<file path="src/msat_pkg.sv">
package msat_pkg;

	localparam int MAX_FIRE = 16;
	localparam int CNT_W    = $clog2(MAX_FIRE + 1);

	// A set with this timeout resumes the stored deadline.
	localparam logic signed [31:0] TMO_RESUME = -32'sd1;

	typedef enum logic {
		OP_TICK = 1'b0,
		OP_SET  = 1'b1
	} opcode_t;

	typedef struct packed {
		logic               opcode;
		logic [3:0]         slot;
		logic signed [31:0] timeout_ms;
	} req_t;

	typedef struct packed {
		logic       fired;
		logic [3:0] fired_slot;
		logic       last;
	} res_t;

	typedef enum logic [2:0] {
		S_IDLE,
		S_SET,
		S_ADV,
		S_SCAN,
		S_EVAL,
		S_FLUSH
	} state_t;

	typedef struct packed {
		logic cap;
		logic set;
		logic adv;
		logic scan_start;
		logic eval;
		logic flush;
	} cmd_t;

	typedef struct packed {
		logic scan_done;
		logic found;
		logic full;
	} sts_t;

endpackage

</file>
<file path="src/msat_ctrl.sv">
module msat_ctrl (
	input  logic          clk,
	input  logic          arst_n,
	input  logic          start,
	input  logic          opcode,
	input  msat_pkg::sts_t sts,
	output msat_pkg::cmd_t cmd,
	output logic          busy
);

	msat_pkg::state_t state_q, state_d;

	always_ff @(posedge clk or negedge arst_n) begin
		if (!arst_n) begin
			state_q <= msat_pkg::S_IDLE;
		end else begin
			state_q <= state_d;
		end
	end

	always_comb begin
		state_d = state_q;
		unique case (state_q)
			msat_pkg::S_IDLE: begin
				if (start) begin
					state_d = (opcode == msat_pkg::OP_SET) ? msat_pkg::S_SET : msat_pkg::S_ADV;
				end
			end
			msat_pkg::S_SET:  state_d = msat_pkg::S_IDLE;
			msat_pkg::S_ADV:  state_d = msat_pkg::S_SCAN;
			msat_pkg::S_SCAN: begin
				if (sts.scan_done) begin
					state_d = msat_pkg::S_EVAL;
				end
			end
			msat_pkg::S_EVAL: begin
				if (!sts.found) begin
					state_d = msat_pkg::S_IDLE;
				end else if (sts.full) begin
					state_d = msat_pkg::S_FLUSH;
				end else begin
					state_d = msat_pkg::S_SCAN;
				end
			end
			msat_pkg::S_FLUSH: state_d = msat_pkg::S_IDLE;
			default:           state_d = msat_pkg::S_IDLE;
		endcase
	end

	always_comb begin
		cmd  = '0;
		busy = 1'b1;
		unique case (state_q)
			msat_pkg::S_IDLE: begin
				busy    = 1'b0;
				cmd.cap = start;
			end
			msat_pkg::S_SET: cmd.set = 1'b1;
			msat_pkg::S_ADV: begin
				cmd.adv        = 1'b1;
				cmd.scan_start = 1'b1;
			end
			msat_pkg::S_SCAN: ;
			msat_pkg::S_EVAL: begin
				cmd.eval = 1'b1;
				// Another pass is needed whenever a slot was just taken and room remains.
				cmd.scan_start = sts.found && !sts.full;
			end
			msat_pkg::S_FLUSH: cmd.flush = 1'b1;
			default: ;
		endcase
	end

endmodule

</file>
<file path="src/msat_dp.sv">
module msat_dp #(
	parameter int SLOTS = 16
) (
	input  logic           clk,
	input  logic           arst_n,
	input  msat_pkg::req_t request,
	input  msat_pkg::cmd_t cmd,
	output msat_pkg::sts_t sts,
	output logic           done,
	output msat_pkg::res_t result
);

	localparam int IW = $clog2(SLOTS);

	msat_pkg::req_t req_q;
	logic [63:0]    now_q;
	logic [SLOTS-1:0] armed_q, enabled_q;
	logic [63:0]    dl_mem [SLOTS];

	logic [IW-1:0]  addr_q;
	logic           scan_q;
	logic [63:0]    dl_s1;
	logic [IW-1:0]  idx_s1;
	logic           v_s1;

	logic           best_v_q;
	logic [IW-1:0]  best_idx_q;
	logic [63:0]    best_dl_q;
	logic           pend_v_q;
	logic [IW-1:0]  pend_idx_q;
	logic [msat_pkg::CNT_W-1:0] cnt_q;

	logic           done_q;
	msat_pkg::res_t res_q;

	logic           minus1, pos, zero, in_range;
	logic [IW-1:0]  sidx;
	logic           cand, better;
	logic           emit;
	msat_pkg::res_t res_d;

	assign minus1   = (req_q.timeout_ms == msat_pkg::TMO_RESUME);
	assign zero     = (req_q.timeout_ms == '0);
	assign pos      = !req_q.timeout_ms[31] && !zero;
	assign in_range = (32'(req_q.slot) < SLOTS);
	assign sidx     = IW'(req_q.slot);

	assign cand   = v_s1 && armed_q[idx_s1] && (dl_s1 <= now_q);
	assign better = cand && (!best_v_q || (dl_s1 < best_dl_q));

	assign sts.scan_done = v_s1 && (idx_s1 == IW'(SLOTS - 1));
	assign sts.found     = best_v_q;
	assign sts.full      = (cnt_q == msat_pkg::CNT_W'(msat_pkg::MAX_FIRE - 1));

	// A pending fire is held back until the next pass shows whether it is the last one.
	always_comb begin
		emit  = 1'b0;
		res_d = '0;
		if (cmd.set) begin
			emit       = 1'b1;
			res_d.last = 1'b1;
		end else if (cmd.eval) begin
			if (pend_v_q) begin
				emit             = 1'b1;
				res_d.fired      = 1'b1;
				res_d.fired_slot = 4'(pend_idx_q);
				res_d.last       = !best_v_q;
			end else if (!best_v_q) begin
				emit       = 1'b1;
				res_d.last = 1'b1;
			end
		end else if (cmd.flush) begin
			emit             = 1'b1;
			res_d.fired      = 1'b1;
			res_d.fired_slot = 4'(pend_idx_q);
			res_d.last       = 1'b1;
		end
	end

	always_ff @(posedge clk or negedge arst_n) begin
		if (!arst_n) begin
			now_q     <= '0;
			armed_q   <= '0;
			enabled_q <= '0;
			scan_q    <= 1'b0;
			v_s1      <= 1'b0;
			best_v_q  <= 1'b0;
			pend_v_q  <= 1'b0;
			cnt_q     <= '0;
			done_q    <= 1'b0;
			addr_q    <= '0;
		end else begin
			done_q <= emit;
			v_s1   <= scan_q;

			if (cmd.adv) begin
				now_q    <= now_q + 64'd1;
				pend_v_q <= 1'b0;
				cnt_q    <= '0;
			end

			// Any timeout other than a resume disarms the slot before it is applied.
			if (cmd.set && in_range) begin
				if (pos) begin
					armed_q[sidx]   <= 1'b1;
					enabled_q[sidx] <= 1'b1;
				end else if (zero) begin
					armed_q[sidx]   <= 1'b0;
					enabled_q[sidx] <= 1'b0;
				end else if (minus1) begin
					if (enabled_q[sidx] && !armed_q[sidx]) begin
						armed_q[sidx] <= 1'b1;
					end
				end else begin
					armed_q[sidx] <= 1'b0;
				end
			end

			if (cmd.eval && best_v_q) begin
				armed_q[best_idx_q] <= 1'b0;
				pend_v_q            <= 1'b1;
				cnt_q               <= cnt_q + 1'b1;
			end

			if (cmd.scan_start) begin
				addr_q   <= '0;
				scan_q   <= 1'b1;
				best_v_q <= 1'b0;
			end else begin
				if (scan_q) begin
					addr_q <= addr_q + 1'b1;
					if (addr_q == IW'(SLOTS - 1)) begin
						scan_q <= 1'b0;
					end
				end
				if (better) begin
					best_v_q <= 1'b1;
				end
			end
		end
	end

	always_ff @(posedge clk) begin
		if (cmd.cap) begin
			req_q <= request;
		end
		idx_s1 <= addr_q;
		if (better) begin
			best_idx_q <= idx_s1;
			best_dl_q  <= dl_s1;
		end
		if (cmd.eval && best_v_q) begin
			pend_idx_q <= best_idx_q;
		end
		if (emit) begin
			res_q <= res_d;
		end
	end

	always_ff @(posedge clk) begin
		if (cmd.set && in_range && pos) begin
			dl_mem[sidx] <= now_q + 64'(unsigned'(req_q.timeout_ms));
		end
		dl_s1 <= dl_mem[addr_q];
	end

	assign done   = done_q;
	assign result = res_q;

endmodule

</file>
<file path="src/multi_slot_alarm_timer_core.sv">
// Set request: one acknowledgment result, registered from the set state.
// Tick request: one pass over all slots per fired result, plus a closing pass that finds none unless
// sixteen fire, through a single deadline comparator and one deadline memory port; the tick holds
// busy until its final result is issued.
// Fired results follow one pass apart; the sixteenth comes from the flush state, with no pass.
// Results are strobed for one cycle each; the receiver cannot stall them.
// Reset clears the clock, all armed and enable bits, and the controller; no clearing pass.
module multi_slot_alarm_timer_core #(
	parameter int SLOTS = 16
) (
	input  logic           clk,
	input  logic           arst_n,
	input  logic           start,
	output logic           busy,
	input  msat_pkg::req_t request,
	output logic           done,
	output msat_pkg::res_t result
);

	msat_pkg::cmd_t cmd;
	msat_pkg::sts_t sts;

	msat_ctrl u_ctrl (
		.clk    (clk),
		.arst_n (arst_n),
		.start  (start),
		.opcode (request.opcode),
		.sts    (sts),
		.cmd    (cmd),
		.busy   (busy)
	);

	msat_dp #(
		.SLOTS (SLOTS)
	) u_dp (
		.clk     (clk),
		.arst_n  (arst_n),
		.request (request),
		.cmd     (cmd),
		.sts     (sts),
		.done    (done),
		.result  (result)
	);

endmodule

</file>
<file path="config.mk">
export PLATFORM = sky130hd
export DESIGN_NAME = multi_slot_alarm_timer_core
export DESIGN_NICKNAME = d
export VERILOG_FILES = /design/src/msat_pkg.sv /design/src/msat_ctrl.sv /design/src/msat_dp.sv /design/src/multi_slot_alarm_timer_core.sv
export SDC_FILE = /design/constraint.sdc
export NUM_CORES = 1
export LEC_CHECK = 0
export BUFFER_PORTS_ARGS = -buffer_cell sky130_fd_sc_hd__buf_4
export CORE_MARGIN = 3
export CORE_UTILIZATION = 57
export DETAILED_ROUTE_END_ITERATION = 6
export HOLD_SLACK_MARGIN = 0.05
export PLACE_DENSITY = 0.73
export SYNTH_ARGS = -nofsm -noshare
export SYNTH_HDL_FRONTEND = slang
export SYNTH_HIERARCHICAL = 1
export SYNTH_SLANG_ARGS = --single-unit
</file>
<file path="constraint.sdc">
create_clock -name clk -period 9.1 [get_ports clk]
set_input_delay 0.91 -clock clk [delete_from_list [all_inputs] [get_ports clk]]
set_output_delay 0.91 -clock clk [all_outputs]
set_load 0.1 [all_outputs]
</file>
==> results by group <==
Cells and area
  • Layout fillers: between 6000 and 7000
  • Sequential cell area in the final layout: between 30000 and 40000 um^2
  • Combined area of the multi-input logic cells: 15150 um^2
  • Final-stage net count: between 3000 and 4000
  • Non-filler cells, final: 4477
  • Fraction of layout cells with a size suffix above 1: 20.89%
  • Layout-stage area growth over the synthesis result: 11.56%
  • Final core occ: around 65%

Global routing
  • Remaining Overflow, GRT: 0
  • Pin count of the biggest net entering global routing: 148
  • Via count of the first global-routing pass: 29780
  • GRT Util Overall: 26.35%
  • Global-route wire length before repair: 191300 um
  • Number of antenna violations at the first check in global routing: 1

Drt
  • Antenna Violating Nets Remaining: 0
  • Detailed router's first-iteration violation count: a little over 3000
  • Routed via count: 28880
  • Drc violations: 0
  • Detailed-router iteration count before antenna repair: 6
  • Drt via density: 6.451
  • Post-DR wirelength/cell: 28.29 um
  • Total detailed-routing wirelength: 126700 um

Synthesis
  • Net count after synthesis: 3201
  • Number of unique standard cell types used by synthesis: 75
  • Sequential element share of the synthesized area: 70.53%
  • Dominant combinational cell family by area after synthesis: multiplexers
  • Xor/xnor share of the synthesized area: 2.013%
  • Simple-gate share of the synthesized area: between 4 and 5%
  • Avg Cell Area, Syn: 18.15 um^2
  • Compound-cell area share of the yosys netlist: around 3.6%
  • EDFF count, synth: 1138
  • Synthesized instance count: 2997
  • Proportion of register bits with asynchronous set or reset after synthesis: 8.567%
  • Synth Cell Area: 54390 um^2
  • Multiplexer area fraction after synthesis: a little over an eighth
  • Most instantiated flip-flop cell in the synthesis netlist: edfxtp_1
  • FF+latch count, synth: 1319
  • Count of yosys warnings during synthesis: 6
  • Post-Synth Adder-Cell Area: about 3.8%

Setup path
  • Critical path data arrival time: 5210 ps
  • Endpoint of the worst-slack reg-to-reg timing path: u_dp/best_dl_q[49]$_DFFE_PP_
  • Startpoint class of the critical path: flip-flop
  • Kind of critical path: flip-flop to flip-flop
  • Worst Path Max Fanout: 48
  • Worst R2R Path Depth: 11
  • Start point of the critical path: u_dp/now_q[57]$_DFFE_PN0P_
  • Source of the worst register-to-register timing path: u_dp/now_q[57]$_DFFE_PN0P_
  • Endpoint of the most critical setup path: u_dp/best_dl_q[49]$_DFFE_PP_
  • R2R setup slack: 4220 ps
  • Critical path required time: 9440 ps
  • Endpoint class of the critical path: flip-flop

Clock network
  • Total CTS buffers: 133
  • Post-CTS Repair Setup Buffers: 0
  • CTS tree: built
  • Clock tree root driver cell: clkbuf_16
  • Insertion delay to the later sink of the worst-skew pair: 710 ps
  • Max clock buf depth: 3
  • Count of instances resized after the clock tree is built: 0
  • CTS Hold Buffers Added: 0
  • Number of sinks handled by clock tree synthesis: about 1300
  • Count of H-tree levels built during CTS: 4
  • CTS clock-pin slew for the worst setup and hold paths: 60 ps

Floorplan
  • Die Outline Area: 99160 um^2
  • Area of the placeable core: 94030 um^2
  • Number of placement rows: 112
  • Die width: 314.9 um
  • Die Height: 314.9 um
  • Initial core utilization: between 50 and 60%
  • IO Pins: 48

STA
  • RSZ-0062 raised after global routing: false
  • Number of hold-slack violations in the final timing report: 0
  • TNS Setup: 0 ps
  • Total setup violations reported at the end of the flow: 0
  • Actual transition at the worst max-transition pin: 1294 ps
  • Layout Skew: about 22 ps
  • Clock period minus worst slack: about 4900 ps
  • Highest clock rate: 205.1 MHz
  • Share of the clock period used by the worst path: 53.57%
  • Slew margin rel.: 13.11%
  • Count of final max-slew check failures: 0

Pwr
  • Total power per unit cell area: around 270 nW/um^2
  • Leak Pwr: 0.01926 uW
  • Peak VDD IR: a little under 0.3 mV

Run
  • Max-cap violations: 0

Placement
  • GP Congestion: 0.9517
  • DPL Wire Length: 72140 um
  • Placed cells: roughly 4200
  • Port-buffer cells: 47

Run status
  • Status: finished, final reports clean

Worst hold path
  • Worst Hold Class: input port to async pin
[cell usage after synthesis, types with 25 or more instances]
| cell | n | area share (%) |
|---|---|---|
| mux4_2 | 326 | 13 |
| inv_1 | 159 | 1.1 |
| dfrtp_1 | 113 | 5.2 |
| a21oi_1 | 102 | 0.94 |
| nor2_1 | 101 | 0.70 |
| edfxtp_1 | 1138 | 63 |
| ha_1 | 163 | 3.7 |
| buf_1 | 30 | 0.21 |
| o21ai_0 | 48 | 0.44 |
| dfxtp_1 | 68 | 2.5 |
| nor4_1 | 25 | 0.29 |
| nand4_1 | 65 | 0.75 |
| xnor2_1 | 111 | 1.8 |
| nand2_1 | 124 | 0.86 |
| a21o_1 | 54 | 0.75 |
| nor3_1 | 36 | 0.33 |
| clkbuf_1 | 66 | 0.46 |
| nand3_1 | 41 | 0.38 |
[metal layers]
| layer | vias to the layer above | global-route usage (%) | wire [um] |
|---|---|---|---|
| li1 | 12210 | - | - |
| met4 | 0 | 8.332 | 3443 |
| met1 | 15060 | 37.13 | 50930 |
| met2 | 1357 | 42.53 | 62170 |
| met5 | - | 0 | 0 |
| met3 | 259 | 4.726 | 10120 |
[layout make-up]
cell class,instances,area share (%)
Sequential cell,1319,63.25
Multi-Input combinational cell,1411,24.97
Clock buffer,176,6.110
Tap cell,1254,2.586
Timing Repair Buffer,95,1.217
Inverter,159,0.9836
Clock inverter,62,0.8785
Antenna cell,1,0.004124
[cells by family after synthesis]
kind of cell	count (synthesis)
AO/OA/AOI/OAI	300
XOR/XNOR	125
adder cells (fa/ha/maj)	164
multiplexers	328
flip-flops	1319
AND/OR/NAND/NOR	494
buffers and inverters	267
[worst max-delay path, cell delays in order, from the launching register on]
cell and delay, ps:
dfrtp_1 450, inv_1 100, ha_1 320, nand4_1 140, or2_2 320, nor3_1 310, nand2_1 100, nor3_1 320
nand2_1 160, or3_1 440, a211oi_4 1040, buf_4 780
[flip-flops by register name, summed over array words and instances, names as in the netlist, 3 cells and up, named ones only]
register / cells
u_dp/dl_mem: 1024
u_dp/best_dl_q: 64
u_dp/dl_s1: 64
u_dp/now_q: 64
u_dp/req_q: 32
u_dp/armed_q: 16
u_dp/result: 6
u_dp/cnt_q: 5
u_dp/addr_q: 4
u_dp/best_idx_q: 4
u_dp/idx_s1: 4
u_dp/pend_idx_q: 4
u_dp/sidx: 4
u_ctrl/state_q: 3
[cell usage in the layout, fill, tap and decap left out, drive strengths merged, types with 27 or more instances in the layout]
cell,count
inv,164
dfxtp,68
nand4,66
nand2,127
buf,95
o21ai,49
a21o,54
nor3,39
ha,163
a21oi,103
nand3,42
mux4,326
clkinv,41
xnor2,111
edfxtp,1138
dfrtp,113
nor2,103
clkbuf,176
nor4,27
[stage by stage]
step,total power [uW],worst slack (ps),hold slack (ps),area (um^2)
final,16640,4225,251.1,60680
after global placement,11340,4387,457.4,56420
after global routing,17340,3963,263.7,60670
after floorplan,10370,1399,369.3,54390
after CTS,16770,4231,227.3,60660
after detailed placement,11470,4284,460.4,56420
[how the worst min path moves through the flow]
stage,startpoint,end,slack (ps)
after global placement,u_dp/dl_s1[61]$_DFF_P_,u_dp/best_dl_q[61]$_DFFE_PP_,460
final,arst_n,u_dp/armed_q[11]$_DFF_PN0_,250
after CTS,arst_n,u_dp/done$_DFF_PN0_,230
after floorplan,u_dp/addr_q[1]$_DFFE_PN0P_,u_dp/idx_s1[1]$_DFF_P_,370
after detailed placement,u_dp/dl_s1[2]$_DFF_P_,u_dp/best_dl_q[2]$_DFFE_PP_,460
after global routing,arst_n,async pin,260
[power by group]
| part | switching [uW] | internal, uW |
|---|---|---|
| combinational | 1990 | 1620 |
| sequential | 450 | 7280 |
| clock | 2210 | 3090 |
| total | 4650 | 12000 |
Note: power is estimated with default switching activity, not from simulation.
